<file path="src/hdl/spr_pkg.sv">
// Shared types and constants for the bounded stack with remove-by-value.
// Used by every module of the block; depends on nothing else.

package spr_pkg;

    localparam int DEPTH         = 16;
    localparam int CNT_W         = $clog2(DEPTH + 1);
    localparam int LIMIT_W       = 5;
    localparam int VALUE_W       = 32;
    localparam int STATUS_W      = 2;
    localparam int ENTRY_COUNT_W = 5;
    localparam int IN_TDATA_W    = 40;
    localparam int OUT_TDATA_W   = 8;
    localparam int CMP_W         = (CNT_W > LIMIT_W) ? CNT_W : LIMIT_W;

    localparam logic [LIMIT_W-1:0] LIMIT_RESET = LIMIT_W'(16);

    typedef enum logic [STATUS_W-1:0] {
        ST_DONE      = 2'd0,
        ST_FULL      = 2'd1,
        ST_EMPTY     = 2'd2,
        ST_NOT_FOUND = 2'd3
    } status_t;

    typedef enum logic {
        CMD_PUSH   = 1'b0,
        CMD_REMOVE = 1'b1
    } cmd_t;

    // Per-cell controls: entry holds live data, take the operand, take the upper neighbor.
    typedef struct packed {
        logic valid;
        logic load;
        logic shift;
    } cell_ctl_t;

endpackage

</file>
<file path="src/hdl/spr_cell.sv">
// One stack cell: holds a single entry and compares it with the operand.
// Depends on spr_pkg.

module spr_cell
    import spr_pkg::*;
(
    input  logic               clk,
    input  cell_ctl_t          ctl,
    input  logic [VALUE_W-1:0] operand,
    input  logic [VALUE_W-1:0] up_entry,
    output logic [VALUE_W-1:0] entry,
    output logic               match
);

    logic [VALUE_W-1:0] entry_reg;

    always_ff @(posedge clk)
    begin
        if (ctl.load)
        begin
            entry_reg <= operand;
        end
        else if (ctl.shift)
        begin
            entry_reg <= up_entry;
        end
    end

    assign entry = entry_reg;
    assign match = ctl.valid && (entry_reg == operand);

endmodule

</file>
<file path="src/hdl/spr_ctrl.sv">
// Command sequencer: count, limit register, per-cell controls and the result register.
// Depends on spr_pkg.

module spr_ctrl
    import spr_pkg::*;
(
    input  logic                     clk,
    input  logic                     rst_n,
    input  logic                     in_valid,
    output logic                     in_ready,
    input  logic                     in_command,
    input  logic [VALUE_W-1:0]       in_value,
    input  logic                     cfg_we,
    input  logic [LIMIT_W-1:0]       cfg_wdata,
    input  logic [DEPTH-1:0]         match,
    output cell_ctl_t                ctl [DEPTH],
    output logic [VALUE_W-1:0]       operand,
    output logic                     out_valid,
    input  logic                     out_ready,
    output logic [STATUS_W-1:0]      status,
    output logic [ENTRY_COUNT_W-1:0] entry_count
);

    typedef enum logic {
        IDLE,
        SEARCH
    } state_t;

    state_t                   state_reg;
    cmd_t                     cmd_reg;
    logic [VALUE_W-1:0]       value_reg;
    logic [CNT_W-1:0]         count_reg;
    logic [CNT_W-1:0]         count_next;
    logic [LIMIT_W-1:0]       limit_reg;
    logic                     out_valid_reg;
    status_t                  status_reg;
    status_t                  status_next;
    logic [ENTRY_COUNT_W-1:0] entry_count_reg;
    logic                     commit;
    logic                     full;
    logic                     found;
    logic [DEPTH-1:0]         above;

    assign commit = (state_reg == SEARCH) && (!out_valid_reg || out_ready);
    assign full   = (CMP_W'(count_reg) >= CMP_W'(limit_reg))
                 || (CMP_W'(count_reg) >= CMP_W'(DEPTH));
    assign found  = |match;

    // A cell shifts when it sits at or above the topmost match, i.e. no match lies above it.
    always_comb
    begin
        for (int j = 0; j < DEPTH; j++)
        begin
            above[j] = |(match >> (j + 1));
        end
    end

    always_comb
    begin
        for (int j = 0; j < DEPTH; j++)
        begin
            ctl[j].valid = CNT_W'(j) < count_reg;
            ctl[j].load  = commit && (cmd_reg == CMD_PUSH) && !full
                        && (count_reg == CNT_W'(j));
            ctl[j].shift = commit && (cmd_reg == CMD_REMOVE) && found && !above[j];
        end
    end

    always_comb
    begin
        count_next  = count_reg;
        status_next = ST_DONE;
        unique case (cmd_reg)
            CMD_PUSH:
            begin
                if (full)
                begin
                    status_next = ST_FULL;
                end
                else
                begin
                    count_next = count_reg + CNT_W'(1);
                end
            end
            CMD_REMOVE:
            begin
                priority if (count_reg == '0)
                begin
                    status_next = ST_EMPTY;
                end
                else if (!found)
                begin
                    status_next = ST_NOT_FOUND;
                end
                else
                begin
                    count_next = count_reg - CNT_W'(1);
                end
            end
            default:
            begin
                status_next = ST_DONE;
            end
        endcase
    end

    always_ff @(posedge clk or negedge rst_n)
    begin
        if (!rst_n)
        begin
            state_reg       <= IDLE;
            cmd_reg         <= CMD_PUSH;
            value_reg       <= '0;
            count_reg       <= '0;
            limit_reg       <= LIMIT_RESET;
            out_valid_reg   <= 1'b0;
            status_reg      <= ST_DONE;
            entry_count_reg <= '0;
        end
        else
        begin
            if (cfg_we)
            begin
                limit_reg <= cfg_wdata;
            end
            // A commit refills the result register in the same cycle it is taken.
            if (commit)
            begin
                out_valid_reg <= 1'b1;
            end
            else if (out_ready)
            begin
                out_valid_reg <= 1'b0;
            end
            unique case (state_reg)
                IDLE:
                begin
                    if (in_valid)
                    begin
                        cmd_reg   <= cmd_t'(in_command);
                        value_reg <= in_value;
                        state_reg <= SEARCH;
                    end
                end
                SEARCH:
                begin
                    if (commit)
                    begin
                        count_reg       <= count_next;
                        status_reg      <= status_next;
                        entry_count_reg <= ENTRY_COUNT_W'(count_next);
                        state_reg       <= IDLE;
                    end
                end
                default:
                begin
                    state_reg <= IDLE;
                end
            endcase
        end
    end

    assign in_ready    = (state_reg == IDLE);
    assign operand     = value_reg;
    assign out_valid   = out_valid_reg;
    assign status      = status_reg;
    assign entry_count = entry_count_reg;

    logic [DEPTH-1:0] load_vec;
    always_comb
    begin
        for (int j = 0; j < DEPTH; j++)
        begin
            load_vec[j] = ctl[j].load;
        end
    end

    a_count_bound: assert property (@(posedge clk) disable iff (!rst_n)
        CMP_W'(count_reg) <= CMP_W'(DEPTH))
        else $error("entry count exceeds depth");

    a_accept_search: assert property (@(posedge clk) disable iff (!rst_n)
        (in_valid && in_ready) |=> (state_reg == SEARCH))
        else $error("accepted word did not start a search");

    a_push_count: assert property (@(posedge clk) disable iff (!rst_n)
        (commit && (cmd_reg == CMD_PUSH) && !full) |=>
            (count_reg == $past(count_reg) + CNT_W'(1)))
        else $error("push did not raise the count");

    a_one_load: assert property (@(posedge clk) disable iff (!rst_n)
        $onehot0(load_vec))
        else $error("more than one cell loaded on a push");

    a_result_after_commit: assert property (@(posedge clk) disable iff (!rst_n)
        commit |=> out_valid_reg)
        else $error("result register not filled after commit");

endmodule

</file>
<file path="src/hdl/stack_push_remove_by_value.sv">
// Top level of the bounded stack with push and remove-by-value.
// Depends on spr_pkg, spr_cell and spr_ctrl.
//
//  channel   direction  handshake              payload
//  s_axis    in         tvalid/tready          tdata: command, value
//  m_axis    out        tvalid/tready          tdata: status, entry_count
//  cfg       in         we (no wait)           wdata: stack_limit
//
// Each word passes two states: IDLE captures it; in SEARCH every cell compares its
// entry with the value, the topmost match is found and the cells shift or load.
// A new word is accepted only in IDLE, once the previous one has committed.
// A result waits in the output register; the next word is captured meanwhile, and
// its commit waits only while that register is still full.
// After reset the stack is empty and the limit is 16.

module stack_push_remove_by_value
    import spr_pkg::*;
(
    input  logic                   clk,
    input  logic                   rst_n,
    input  logic                   s_axis_tvalid,
    output logic                   s_axis_tready,
    input  logic [IN_TDATA_W-1:0]  s_axis_tdata,   // [0] command, [32:1] value, rest zero
    output logic                   m_axis_tvalid,
    input  logic                   m_axis_tready,
    output logic [OUT_TDATA_W-1:0] m_axis_tdata,   // [1:0] status, [6:2] entry_count, [7] zero
    input  logic                   cfg_we,
    input  logic [LIMIT_W-1:0]     cfg_wdata
);

    cell_ctl_t                ctl [DEPTH];
    logic [VALUE_W-1:0]       operand;
    logic [VALUE_W-1:0]       entries [DEPTH];
    logic [DEPTH-1:0]         match;
    logic [STATUS_W-1:0]      status;
    logic [ENTRY_COUNT_W-1:0] entry_count;

    spr_ctrl u_ctrl (
        .clk         (clk),
        .rst_n       (rst_n),
        .in_valid    (s_axis_tvalid),
        .in_ready    (s_axis_tready),
        .in_command  (s_axis_tdata[0]),
        .in_value    (s_axis_tdata[VALUE_W:1]),
        .cfg_we      (cfg_we),
        .cfg_wdata   (cfg_wdata),
        .match       (match),
        .ctl         (ctl),
        .operand     (operand),
        .out_valid   (m_axis_tvalid),
        .out_ready   (m_axis_tready),
        .status      (status),
        .entry_count (entry_count)
    );

    // Each cell takes its upper neighbor's entry on a shift; the top cell recirculates.
    for (genvar i = 0; i < DEPTH; i++)
    begin : g_cell
        spr_cell u_cell (
            .clk      (clk),
            .ctl      (ctl[i]),
            .operand  (operand),
            .up_entry ((i == DEPTH - 1) ? entries[i] : entries[(i + 1) % DEPTH]),
            .entry    (entries[i]),
            .match    (match[i])
        );
    end

    assign m_axis_tdata = OUT_TDATA_W'({entry_count, status});

endmodule
</file>
<file path="config.mk">
export PLATFORM = sky130hd
export DESIGN_NAME = stack_push_remove_by_value
export DESIGN_NICKNAME = d
export VERILOG_FILES = /design/src/hdl/spr_pkg.sv /design/src/hdl/spr_cell.sv /design/src/hdl/spr_ctrl.sv /design/src/hdl/stack_push_remove_by_value.sv
export SDC_FILE = /design/constraint.sdc
export NUM_CORES = 1
export LEC_CHECK = 0
export BUFFER_PORTS_ARGS = -buffer_cell sky130_fd_sc_hd__buf_2
export CORE_MARGIN = 4
export CORE_UTILIZATION = 60
export CTS_CLUSTER_SIZE = 20
export DETAILED_ROUTE_END_ITERATION = 10
export PLACE_DENSITY_LB_ADDON = 0.05
export SLEW_MARGIN = 0
export SYNTH_ARGS = -nofsm -noshare
export SYNTH_HDL_FRONTEND = slang
export SYNTH_SLANG_ARGS = --single-unit
</file>
<file path="constraint.sdc">
create_clock -name clk -period 6.27 [get_ports clk]
set_input_delay 1.254 -clock clk [delete_from_list [all_inputs] [get_ports clk]]
set_output_delay 1.254 -clock clk [all_outputs]
set_load 0.01 [all_outputs]
</file>
==> flow_summary.yaml <==
status:
  status: "completed"
pwr:
  p_leak_uw: 0.0111
  power.switching_uw: 4910
  p_comb_frac: 0.305
  powerDensity_nw_per_um2: 390
  ir_drop_v: 0.000425
  pwr-share-seq: 0.434
  internal_power_uw: 7790
  power_frac_clock: 0.261
  switching_share: 0.387
place:
  gp_congestion: 0.927
  post_dp_cell_area_um2: 30800
  portBuffers: 51
  dp_hpwl_um: 57500
sta:
  drv_slew: 0
  maxSlewHeadroom: 0.350
  post-route-period-util: 0.813
  worst_pin_slew_ps: 975
  rsz0062_at_grt: "false"
  fmax_mhz: 196
  finalSetupTns_ps: 0
  setup_violations: 0
  hold_viol: 0
  skew_ps: 20.7
  fin_crit_ps: 5100
critical_path:
  reg2reg_from: "u_ctrl.operand[8]"
  critPathBufInv: 1
  slowest_stage: "dfrtp_2"
  crit_arrival_ps: 5400
  worst_path_largest_cell_delay_ps: 1000
  cpMostUsedCell: "nor4_1"
  critPathMaxFanout: 27
  crit_chain: "xor2_1 > nor4_1 > nand4_1 > nor4_1 > a41o_1 > or4_1 > o211ai_1 > o21ai_2 > buf_4"
  cp_top_family: "simple AND/OR/NAND/NOR gates"
  path_class: "register to register"
  required_ps: 6570
  cp-startpoint: "u_ctrl.operand[8]"
  cp-start-kind: "register"
  end_kind: "register"
floorplanning:
  start_util: 0.608
  rows: 81
  ios: 60
  die_y_um: 231
  core_area_um2: 49100
  die-area_um2: 53300
  die_x_um: 231
min_path:
  hold_class: "register to register"
  hp-start: "u_ctrl.status[1]"
drt:
  vias_per_cell: 6.28
  drtIter0Drc: 2011
  wl_um: 82500
  vias: 17700
  wl_per_cell_um: 29.3
  drc: 0
  first_pass_iters: 5
  ant_nets: 0
clocking:
  clkTransAtPathRegs_ps: 60
  ctsResizeCount: 0
  cts.sinks: 559
  cts-root-buf: "clkbuf_16"
  ctsLongestPathBuffers: 3
  cts_setup_buffers: 0
  cts_tree: "done"
  cts_made_buffers: 58
  htreeDepth: 2
  clk_latency_ps: 640
  hold_buffers: 0
synthesis:
  synthCells: 2105
  yosys-top-cells-area: "edfxtp_1 52%, mux2_2 19%, xor2_1 8.7%"
  synth_area_per_cell_um2: 14.2
  ys_ff_latch: 559
  ys_seq_area_frac: 0.555
  syn_nets: 2165
  synth_cell_types: 59
  synth_flop_cell: "edfxtp_1"
  synth_area_leader_cell: "edfxtp_1"
  synth_edf_count: 512
  synth_warnings: 0
  async_flop_share: 0.0841
  synth_top_area_frac: 0.516
  synthesis.area_um2: 29800
cells_and_area:
  multi_input_comb_area_um2: 12400
  synthToLayoutAreaGrowth_pct: 9.19
  fin_nets: 2173
  final.fill_count: 3655
  final_area_um2: 32600
  regArea_um2: 16600
  diodes: 0
  final_common_cell: "edfxtp_1"
  final_util: 0.664
  layout_common_cells: "512 x edfxtp_1, 507 x mux2_2, 297 x xor2_1, 219 x xnor2_1, 93 x buf_4"
  drive_gt1_frac: 0.361
  largest_reg_flops: 512
global_route:
  grt_pass1_wl_um: 121000
  grt_overflow: 0
  use_met1: 0.438
  track_usage: 0.309
  met3_usage: 0.0386
  grt_use_met2: 0.498
  busiest_layer: "met2"
  grt_max_degree: 48
  antenna_found_initial: 1
  grt_pass1_vias: 17800
job:
  cap_violations: 0
[cells in the mapped netlist, drive strengths merged, types with 5 or more instances]
cell type and count:
dfrtp 46, nor3 16, xnor2 219, xor2 297, nor2 10, o31ai 7
clkbuf 61, o311ai 5, o21ai 15, nand3 28, inv 11, ha 10
edfxtp 512, nand4 64, buf 135, mux2 513, nor2b 5, nor4 76
a21oi 6, nand2 15
[per-layer routing]
layer / up-vias / wire length, um
met5: - / 0
met4: 0 / 3060
met3: 161 / 5580
met2: 727 / 38900
met1: 9063 / 35000
li1: 7766 / -
[cell families after synthesis]
group           count (synthesis)  share of synthesized area
compound gates                 58                     0.0147
xor+xnor                      516                      0.152
fa+ha+maj                      10                    0.00420
buf+inv                       207                     0.0325
flops                         559                      0.555
mux                           514                      0.194
other cells                     1                   0.000126
simple gates                  240                     0.0478
[path summary, 6_finish.rpt]
path / end / slack [ps] / cells after the start
min: u_ctrl.status[1] / 520 / 1
max reg2reg: g_cell[4].u_cell.entry[16] / 1170 / 9
min reg2reg: u_ctrl.status[1] / 520 / 1
max: g_cell[4].u_cell.entry[16] / 1170 / 9
max in group asynchronous: u_ctrl.operand[10] / 4960 / 2
min in group asynchronous: u_ctrl.operand[23] / 770 / 2
[power groups by stage]
stage | logic (uW) | registers (uW) | clock network (uW)
global placement | 3760 | 5540 | 0
floorplan | 3190 | 4530 | 0
global route | 4120 | 5510 | 3510
finish | 3880 | 5510 | 3310
CTS | 3830 | 5480 | 3340
detailed placement | 3800 | 5560 | 0
[through the flow]
stage                     hold slack (ps)  setup slack [ps]  cells  power, uW
after CTS                             521              1200   2820      12700
after global placement                496              1310   2717       9310
after detailed placement              507              1230   2717       9360
after floorplan                       420              1010   2105       7720
after global routing                  541               957   2820      13100
final                                 524              1170   2820      12700
[final cells by class]
type                       instances  area share
clock buffer                      70      0.0460
clock inverter                    33     0.00818
sequential                       559       0.510
inverter                          11     0.00127
tap                              664      0.0255
timing repair buffer             144      0.0293
multi-input combinational       1339       0.380
No activity file was read; power rests on OpenSTA's default activity.
